## src/rtl/pled_pkg.sv

```systemverilog
package pled_pkg;

    localparam int CHANNELS_MAX     = 16;
    localparam int CHANNELS_DEFAULT = 16;
    localparam int CFG_INDEX_W      = 3;

    typedef enum logic [CFG_INDEX_W-1:0] {
        CFG_BIT_PERIOD     = 3'd0,
        CFG_ZERO_HIGH      = 3'd1,
        CFG_ONE_HIGH       = 3'd2,
        CFG_RESET_PERIODS  = 3'd3,
        CFG_CHANNEL_ENABLE = 3'd4
    } cfg_index_t;

    localparam logic [15:0] BIT_PERIOD_RESET     = 16'd90;
    localparam logic [15:0] ZERO_HIGH_RESET      = 16'd29;
    localparam logic [15:0] ONE_HIGH_RESET       = 16'd58;
    localparam logic [9:0]  RESET_PERIODS_RESET  = 10'd225;
    localparam logic [15:0] CHANNEL_ENABLE_RESET = 16'h0000;

    typedef struct packed {
        logic [15:0] bit_period_ticks;
        logic [15:0] zero_high_ticks;
        logic [15:0] one_high_ticks;
        logic [9:0]  reset_bit_periods;
        logic [15:0] channel_enable;
    } cfg_t;

    typedef struct packed {
        logic        start_frame;
        logic        column_valid;
        logic [63:0] column_low_bytes;
        logic [63:0] column_high_bytes;
        logic [15:0] byte_present;
        logic        column_last;
    } in_item_t;

    typedef struct packed {
        logic [15:0] pin_levels;
        logic        column_taken;
        logic        busy_res;
        logic        frame_done;
        logic        underrun;
    } out_item_t;

endpackage

```

## src/rtl/pled_core.sv

```systemverilog
module pled_core #(
    parameter int NUM_CHANNELS = pled_pkg::CHANNELS_DEFAULT
) (
    input  logic                clk,
    input  logic                rst_n,
    input  logic                advance,
    input  pled_pkg::in_item_t  item,
    input  pled_pkg::cfg_t      cfg,
    output pled_pkg::out_item_t result
);

    typedef enum logic [1:0] {
        PH_IDLE  = 2'd0,
        PH_RESET = 2'd1,
        PH_DATA  = 2'd2
    } phase_t;

    localparam logic [15:0] EN_MASK = 16'((32'd1 << NUM_CHANNELS) - 32'd1);

    phase_t                  phase_reg, phase_next;
    logic [15:0]             tick_reg, tick_next;
    logic [2:0]              bit_idx_reg, bit_idx_next;
    logic [9:0]              reset_cnt_reg, reset_cnt_next;
    logic                    cur_last_reg, cur_last_next;
    logic                    pend_last_reg, pend_last_next;
    logic                    pend_full_reg, pend_full_next;

    logic [7:0]              cur_bytes_reg [NUM_CHANNELS];
    logic [NUM_CHANNELS-1:0] cur_present_reg;
    logic [63:0]             pend_low_reg;
    logic [63:0]             pend_high_reg;
    logic [15:0]             pend_present_reg;

    logic [127:0]            pend_col;
    logic [16:0]             tick_inc;
    logic                    period_end;
    logic [9:0]              reset_inc;
    logic [15:0]             en;
    logic [pled_pkg::CHANNELS_MAX-1:0] ones;
    logic                    boundary;
    logic                    load;
    logic [15:0]             pins;
    logic                    busy;
    logic                    done;
    logic                    under;
    logic                    taken;

    assign pend_col   = {pend_high_reg, pend_low_reg};
    assign tick_inc   = {1'b0, tick_reg} + 17'd1;
    assign period_end = tick_inc >= {1'b0, cfg.bit_period_ticks};
    assign reset_inc  = reset_cnt_reg + 10'd1;
    assign en         = cfg.channel_enable & EN_MASK;

    // bit position 7 - index is the inverted index
    always_comb
    begin
        ones = '0;
        for (int k = 0; k < NUM_CHANNELS; k++)
        begin
            ones[k] = cur_present_reg[k] & cur_bytes_reg[k][~bit_idx_reg];
        end
    end

    always_comb
    begin
        phase_next     = phase_reg;
        tick_next      = tick_reg;
        bit_idx_next   = bit_idx_reg;
        reset_cnt_next = reset_cnt_reg;
        cur_last_next  = cur_last_reg;
        pend_last_next = pend_last_reg;
        pend_full_next = pend_full_reg;
        boundary       = 1'b0;
        load           = 1'b0;
        pins           = '0;
        busy           = 1'b0;
        done           = 1'b0;
        under          = 1'b0;
        taken          = 1'b0;

        case (phase_reg)
            PH_RESET:
            begin
                busy = 1'b1;
                if (period_end)
                begin
                    tick_next      = '0;
                    reset_cnt_next = reset_inc;
                    if (reset_inc >= cfg.reset_bit_periods)
                    begin
                        boundary = 1'b1;
                    end
                end
                else
                begin
                    tick_next = tick_inc[15:0];
                end
            end
            PH_DATA:
            begin
                busy = 1'b1;
                if (tick_reg < cfg.one_high_ticks)
                begin
                    pins = (tick_reg < cfg.zero_high_ticks) ? en : (en & ones);
                end
                if (period_end)
                begin
                    tick_next = '0;
                    if (bit_idx_reg == 3'd7)
                    begin
                        boundary = 1'b1;
                    end
                    else
                    begin
                        bit_idx_next = bit_idx_reg + 3'd1;
                    end
                end
                else
                begin
                    tick_next = tick_inc[15:0];
                end
            end
            default:
            begin
                if (item.start_frame)
                begin
                    phase_next     = PH_RESET;
                    tick_next      = '0;
                    bit_idx_next   = '0;
                    reset_cnt_next = '0;
                    cur_last_next  = 1'b0;
                end
            end
        endcase

        if (boundary)
        begin
            if (cur_last_reg)
            begin
                phase_next = PH_IDLE;
                done       = 1'b1;
            end
            else if (pend_full_reg)
            begin
                load           = 1'b1;
                cur_last_next  = pend_last_reg;
                pend_full_next = 1'b0;
                phase_next     = PH_DATA;
                bit_idx_next   = '0;
                tick_next      = '0;
            end
            else
            begin
                phase_next = PH_IDLE;
                done       = 1'b1;
                under      = 1'b1;
            end
            if (done)
            begin
                tick_next      = '0;
                bit_idx_next   = '0;
                reset_cnt_next = '0;
            end
        end

        if (item.column_valid && !pend_full_reg)
        begin
            taken          = 1'b1;
            pend_full_next = 1'b1;
            pend_last_next = item.column_last;
        end
    end

    always_ff @(posedge clk or negedge rst_n)
    begin
        if (!rst_n)
        begin
            phase_reg     <= PH_IDLE;
            tick_reg      <= '0;
            bit_idx_reg   <= '0;
            reset_cnt_reg <= '0;
            cur_last_reg  <= 1'b0;
            pend_last_reg <= 1'b0;
            pend_full_reg <= 1'b0;
        end
        else if (advance)
        begin
            phase_reg     <= phase_next;
            tick_reg      <= tick_next;
            bit_idx_reg   <= bit_idx_next;
            reset_cnt_reg <= reset_cnt_next;
            cur_last_reg  <= cur_last_next;
            pend_last_reg <= pend_last_next;
            pend_full_reg <= pend_full_next;
        end
    end

    always_ff @(posedge clk)
    begin
        if (advance && load)
        begin
            for (int k = 0; k < NUM_CHANNELS; k++)
            begin
                cur_bytes_reg[k] <= pend_col[k*8 +: 8];
            end
            cur_present_reg <= pend_present_reg[NUM_CHANNELS-1:0];
        end
        if (advance && taken)
        begin
            pend_low_reg     <= item.column_low_bytes;
            pend_high_reg    <= item.column_high_bytes;
            pend_present_reg <= item.byte_present;
        end
    end

    assign result.pin_levels   = pins;
    assign result.column_taken = taken;
    assign result.busy_res     = busy;
    assign result.frame_done   = done;
    assign result.underrun     = under;

endmodule

```

## src/rtl/parallel_led_pulse_width_encoder_unit.sv

```systemverilog
// Parallel pulse-width encoder for up to sixteen single-wire LED chains.
// Input channel (in_valid / in_stall / in_data): one transfer is one tick of
// the bit timer and may start a frame and offer a column of bytes.
// Output channel (out_valid / out_stall / out_data): exactly one result per
// input transfer, in order: pin levels, column taken, busy, done, underrun.
// Configuration channel (cfg_valid / cfg_ready / cfg_index / cfg_data):
// timing registers and channel enables, for the user to write only while the
// block is idle (the block does not enforce it). Each input transfer is held
// in the input register, then its result in the result register.
// Throughput: one transfer per cycle while the receiver does not stall; the
// tick logic is a single pass of compares and muxes between the input and
// result registers. When the receiver stalls, the result register holds and the input
// register backs up, raising in_stall in the same cycle.
// Reset: frame state goes idle, the column buffer empties, the timing
// registers take their default values and no result is pending.
module parallel_led_pulse_width_encoder_unit #(
    parameter int NUM_CHANNELS = pled_pkg::CHANNELS_DEFAULT
) (
    input  logic                                clk,
    input  logic                                rst_n,
    input  logic                                in_valid,
    output logic                                in_stall,
    input  pled_pkg::in_item_t                  in_data,
    output logic                                out_valid,
    input  logic                                out_stall,
    output pled_pkg::out_item_t                 out_data,
    input  logic                                cfg_valid,
    output logic                                cfg_ready,
    input  logic [pled_pkg::CFG_INDEX_W-1:0]    cfg_index,
    input  logic [15:0]                         cfg_data
);

    pled_pkg::cfg_t      cfg_reg;
    logic                s1_valid_reg;
    pled_pkg::in_item_t  s1_item_reg;
    logic                out_valid_reg;
    pled_pkg::out_item_t out_data_reg;
    pled_pkg::out_item_t result;
    logic                out_free;
    logic                advance;

    assign cfg_ready = 1'b1;

    always_ff @(posedge clk or negedge rst_n)
    begin
        if (!rst_n)
        begin
            cfg_reg.bit_period_ticks  <= pled_pkg::BIT_PERIOD_RESET;
            cfg_reg.zero_high_ticks   <= pled_pkg::ZERO_HIGH_RESET;
            cfg_reg.one_high_ticks    <= pled_pkg::ONE_HIGH_RESET;
            cfg_reg.reset_bit_periods <= pled_pkg::RESET_PERIODS_RESET;
            cfg_reg.channel_enable    <= pled_pkg::CHANNEL_ENABLE_RESET;
        end
        else if (cfg_valid && cfg_ready)
        begin
            case (cfg_index)
                pled_pkg::CFG_BIT_PERIOD:     cfg_reg.bit_period_ticks  <= cfg_data;
                pled_pkg::CFG_ZERO_HIGH:      cfg_reg.zero_high_ticks   <= cfg_data;
                pled_pkg::CFG_ONE_HIGH:       cfg_reg.one_high_ticks    <= cfg_data;
                pled_pkg::CFG_RESET_PERIODS:  cfg_reg.reset_bit_periods <= cfg_data[9:0];
                pled_pkg::CFG_CHANNEL_ENABLE: cfg_reg.channel_enable    <= cfg_data;
                default:
                begin
                end
            endcase
        end
    end

    assign out_free = !out_valid_reg || !out_stall;
    assign advance  = s1_valid_reg && out_free;
    assign in_stall = s1_valid_reg && !out_free;

    always_ff @(posedge clk or negedge rst_n)
    begin
        if (!rst_n)
        begin
            s1_valid_reg  <= 1'b0;
            out_valid_reg <= 1'b0;
        end
        else
        begin
            if (!in_stall)
            begin
                s1_valid_reg <= in_valid;
            end
            if (out_free)
            begin
                out_valid_reg <= advance;
            end
        end
    end

    always_ff @(posedge clk)
    begin
        if (in_valid && !in_stall)
        begin
            s1_item_reg <= in_data;
        end
        if (advance)
        begin
            out_data_reg <= result;
        end
    end

    pled_core #(
        .NUM_CHANNELS (NUM_CHANNELS)
    ) u_core (
        .clk     (clk),
        .rst_n   (rst_n),
        .advance (advance),
        .item    (s1_item_reg),
        .cfg     (cfg_reg),
        .result  (result)
    );

    assign out_valid = out_valid_reg;
    assign out_data  = out_data_reg;

    a_underrun_ends_frame : assert property (@(posedge clk) disable iff (!rst_n)
        out_valid_reg && out_data_reg.underrun |-> out_data_reg.frame_done)
        else $error("underrun without frame end");

    a_done_while_busy : assert property (@(posedge clk) disable iff (!rst_n)
        out_valid_reg && out_data_reg.frame_done |-> out_data_reg.busy_res)
        else $error("frame end outside a frame");

    a_pins_only_busy : assert property (@(posedge clk) disable iff (!rst_n)
        out_valid_reg && (out_data_reg.pin_levels != '0) |-> out_data_reg.busy_res)
        else $error("pins driven while idle");

    a_stall_from_output : assert property (@(posedge clk) disable iff (!rst_n)
        in_stall |-> out_valid_reg && out_stall)
        else $error("input stalled without output backpressure");

endmodule

```

## config.mk

```make
export PLATFORM = sky130hd
export DESIGN_NAME = parallel_led_pulse_width_encoder_unit
export DESIGN_NICKNAME = d
export VERILOG_FILES = /design/src/rtl/pled_pkg.sv /design/src/rtl/pled_core.sv /design/src/rtl/parallel_led_pulse_width_encoder_unit.sv
export SDC_FILE = /design/constraint.sdc
export NUM_CORES = 1
export LEC_CHECK = 0
export ABC_AREA = 1
export BUFFER_PORTS_ARGS = -buffer_cell sky130_fd_sc_hd__buf_2
export CORE_MARGIN = 1
export CORE_UTILIZATION = 55
export DETAILED_ROUTE_END_ITERATION = 16
export PLACE_DENSITY = 0.74
export SLEW_MARGIN = 20
export SYNTH_ARGS = -nofsm -noshare
export SYNTH_HDL_FRONTEND = slang
export SYNTH_HIERARCHICAL = 1
export SYNTH_SLANG_ARGS = --single-unit
```

## constraint.sdc

```tcl
create_clock -name clk -period 9.6 [get_ports clk]
set_input_delay 0.48 -clock clk [delete_from_list [all_inputs] [get_ports clk]]
set_output_delay 0.48 -clock clk [all_outputs]
set_load 0.05 [all_outputs]
```

==> flow_summary.ini <==
[final_layout]
syn_to_final_growth_pct = 15.1
n_antenna_cell = 0
finalNonFillerCells = 2475
layout-drive-gt1-share_pct = 18.2
ff_latch_area_um2 = 16400
largest_reg_flops = 147
layout.nets = 2136
multi_input_area_um2 = 4960
stdcell_area_um2 = 25600
num-fill-cells = 2915

[critical_path]
critPathMaxFanout = 86
end_kind = flip-flop
cp-start-kind = flip-flop
required_ps = 9800
cp.arrival_ps = 5320
crit_type = flip-flop to flip-flop

[cts]
clock-sinks = 565
cts_tree = done
clkTransAtPathRegs_ps = 60
clkLatencyLatePin_ps = 620
cts_max_level = 2
cts_buffer_depth = 3
numCtsBuffers = 54
postCtsResizedCells = 0
cts_root_buffer = clkbuf_16

[logic_synthesis]
synthSimpleGateAreaFrac_pct = 12.5
synth_largest_area_cell = edfxtp_1
syn_area_per_cell_um2 = 13.1
synth-seq-cells = 565
synth_edf_count = 455
synth_area_leaders = edfxtp_1, dfrtp_1, nand2_1
synth-adder-area-share_pct = 3.44
ys_seq_area_share_pct = 74.0
synth_common_cells = edfxtp_1, nand2_1, nor2_1, inv_1, dfrtp_1
synthArstFlopShare_pct = 19.5
synth_top_area_share_pct = 61.6
netlist_area_um2 = 22200
ys_warn_count = 6
synth_top_family_by_area = simple AND/OR/NAND/NOR gates
ys_types = 40
synth-compound-area-share_pct = 5.60
syn-num-nets = 1930
yosysMostFrequentCell = edfxtp_1
netlist_instances = 1698
ys.flop_type = edfxtp_1
synth.area.mux_share_pct = 0.0451
synth_xor_area_share_pct = 0.592

[die]
start_util_pct = 55.9
ioPinCount = 194
die_x_um = 203
die_area_um2 = 41200
num_rows = 73
core_area_um2 = 39700
die_h_um = 203

[placed_design]
placed_cells = 2362
dp.final_hpwl_um = 29900
place_congestion = 0.911
placed_area_um2 = 23600
io_buffers = 192

[timing]
hold_violations = 0
fin_skew_ps = 46.3
setup_viol = 0
worst_slew_pin_slew_ps = 1070
fin_crit_ps = 5130
maxSlewHeadroom_pct = 28.4
rsz0062_at_grt = false
report.final.slew_viol_count = 0
fin_crit_sh_pct = 53.4
fmax_mhz = 195
tns_ps = 0

[global_route]
overflow = 0
grt_pass1_wl_um = 71600
top_usage_layer = met2
grt_use_met2_pct = 37.5
antenna_found_initial = 0
grt_pass1_vias = 13200
groute.usage.overall_pct = 22.7
met1_usage_pct = 31.2
grt_start_max_net_pins = 87
grtUsageMet3_pct = 2.99

[pwr]
p_total_mw = 6.15
power.density_nw_per_um2 = 240
leakage_nw = 10.3
irDropWorstVdd_uv = 213

[drt]
detail_route.iter0.violations = 1190
first_pass_iters = 5
antenna_left = 0
drcViolationCount = 0
wl_um = 46100
post_drt_wl_per_cell_um = 18.6
via_count = 13400
via_per_inst = 5.41

[run_status]
status = finished clean

[worst_hold_path]
min_path_type = input port to flip-flop

[flow_run]
max-cap-violations = 0
## metrics by stage
step	worst slack, ps	hold WS [ps]	util, %
3_3_place_gp	4620	400	59.4
5_1_grt	4100	11.1	64.3
4_1_cts	4530	0.659	64.3
6_report	4470	34.8	64.3
3_5_place_dp	4590	405	59.4
2_1_floorplan	466	184	-
## worst paths after layout
kind                                               from                          end  slack [ps]  depth (start not counted)
max in group asynchronous                         rst_n        u_core/bit_idx_reg[1]        7840                          3
worst max-delay path                 u_core/tick_reg[2]   u_core/cur_bytes_reg[0][7]        4470                         19
min in group asynchronous                         rst_n                  cfg_reg[47]         470                          2
worst min-delay path                        in_data[94]              s1_item_reg[94]          30                          1
worst max register to register       u_core/tick_reg[2]   u_core/cur_bytes_reg[0][7]        4470                         19
worst min register to register  u_core/pend_low_reg[45]  u_core/cur_bytes_reg[0][45]         410                          0
## power by group
| group | total (mW) | internal [mW] | switching [mW] |
|---|---|---|---|
| logic | 0.965 | 0.291 | 0.674 |
| registers | 3.03 | 2.91 | 0.122 |
| clock network | 2.15 | 1.26 | 0.895 |
| total | 6.15 | 4.46 | 1.69 |
## placed cells by master, fill, tap and decap left out, types with 4 or more instances in the layout
| cell | synthesis | routed |
|---|---|---|
| o221ai_1 | 7 | 7 |
| bufinv_16 | 0 | 6 |
| nand4_1 | 28 | 28 |
| a21oi_1 | 46 | 46 |
| inv_2 | 6 | 6 |
| clkinv_2 | 0 | 10 |
| a31o_2 | 9 | 9 |
| xor2_1 | 15 | 15 |
| nor2_1 | 137 | 134 |
| o21ai_0 | 91 | 91 |
| o22ai_2 | 7 | 7 |
| nand2_1 | 359 | 359 |
| nand3_1 | 83 | 83 |
| nor2_2 | 3 | 4 |
| a22oi_1 | 12 | 12 |
| clkbuf_16 | 0 | 54 |
| dlygate4sd3_1 | 0 | 11 |
| buf_4 | 10 | 12 |
| o22ai_1 | 17 | 17 |
| inv_1 | 124 | 121 |
| nand2_4 | 4 | 4 |
| clkinv_1 | 2 | 8 |
| edfxtp_1 | 455 | 455 |
| nor2_4 | 6 | 8 |
| clkbuf_8 | 0 | 6 |
| nand2_2 | 5 | 5 |
| buf_2 | 13 | 191 |
| dfrtp_1 | 94 | 92 |
| o21ai_1 | 16 | 15 |
| ha_1 | 61 | 61 |
| clkbuf_1 | 34 | 14 |
| dfstp_2 | 16 | 16 |
| nor3_1 | 16 | 16 |
## layout make-up
class,instances,area share [%]
inverter,132,1.98
clock inverter,28,1.41
sequential,565,64.3
clock buffer,74,5.82
tap,525,2.57
multi-input combinational,937,19.4
timing repair buffer,214,4.52
## layer usage
layer  wire [um]  vias to the layer above
li1            -                     6351
met1       19600                     6524
met2       22600                      439
met3        2650                       86
met4        1240                        0
met5           0                        -
## repair_timing
| item | 4_1_cts | 5_1_grt |
|---|---|---|
| buffers inserted | 0 | 0 |
| hold buffers | 11 | 0 |
| hold endpoints to repair | 46 | 0 |
## critical path, stage by stage, from the launching register on
cell     delay (ps)
dfrtp_1         480
nand3_1         160
nor2_1          250
nand3_1         230
nor2_1          230
nand2_1          90
xor2_1          140
inv_1            80
ha_1            290
nand2_1          70
nor2_1          120
nand3_1          80
nor2_1          180
nand2_4         100
nand3_4         300
nand3_4         180
inv_2           120
nand3_1         160
inv_6           450
buf_4           890
## cell families after synthesis
logic type / Yosys count
AOI/OAI and AO/OA: 212
xor gates and xnor gates: 15
adders and majority gates: 61
buffers and inverters: 196
DFF: 565
muxes: 1
other: 1
and+or+nand+nor: 647
Power figures use the tool's default switching activity.
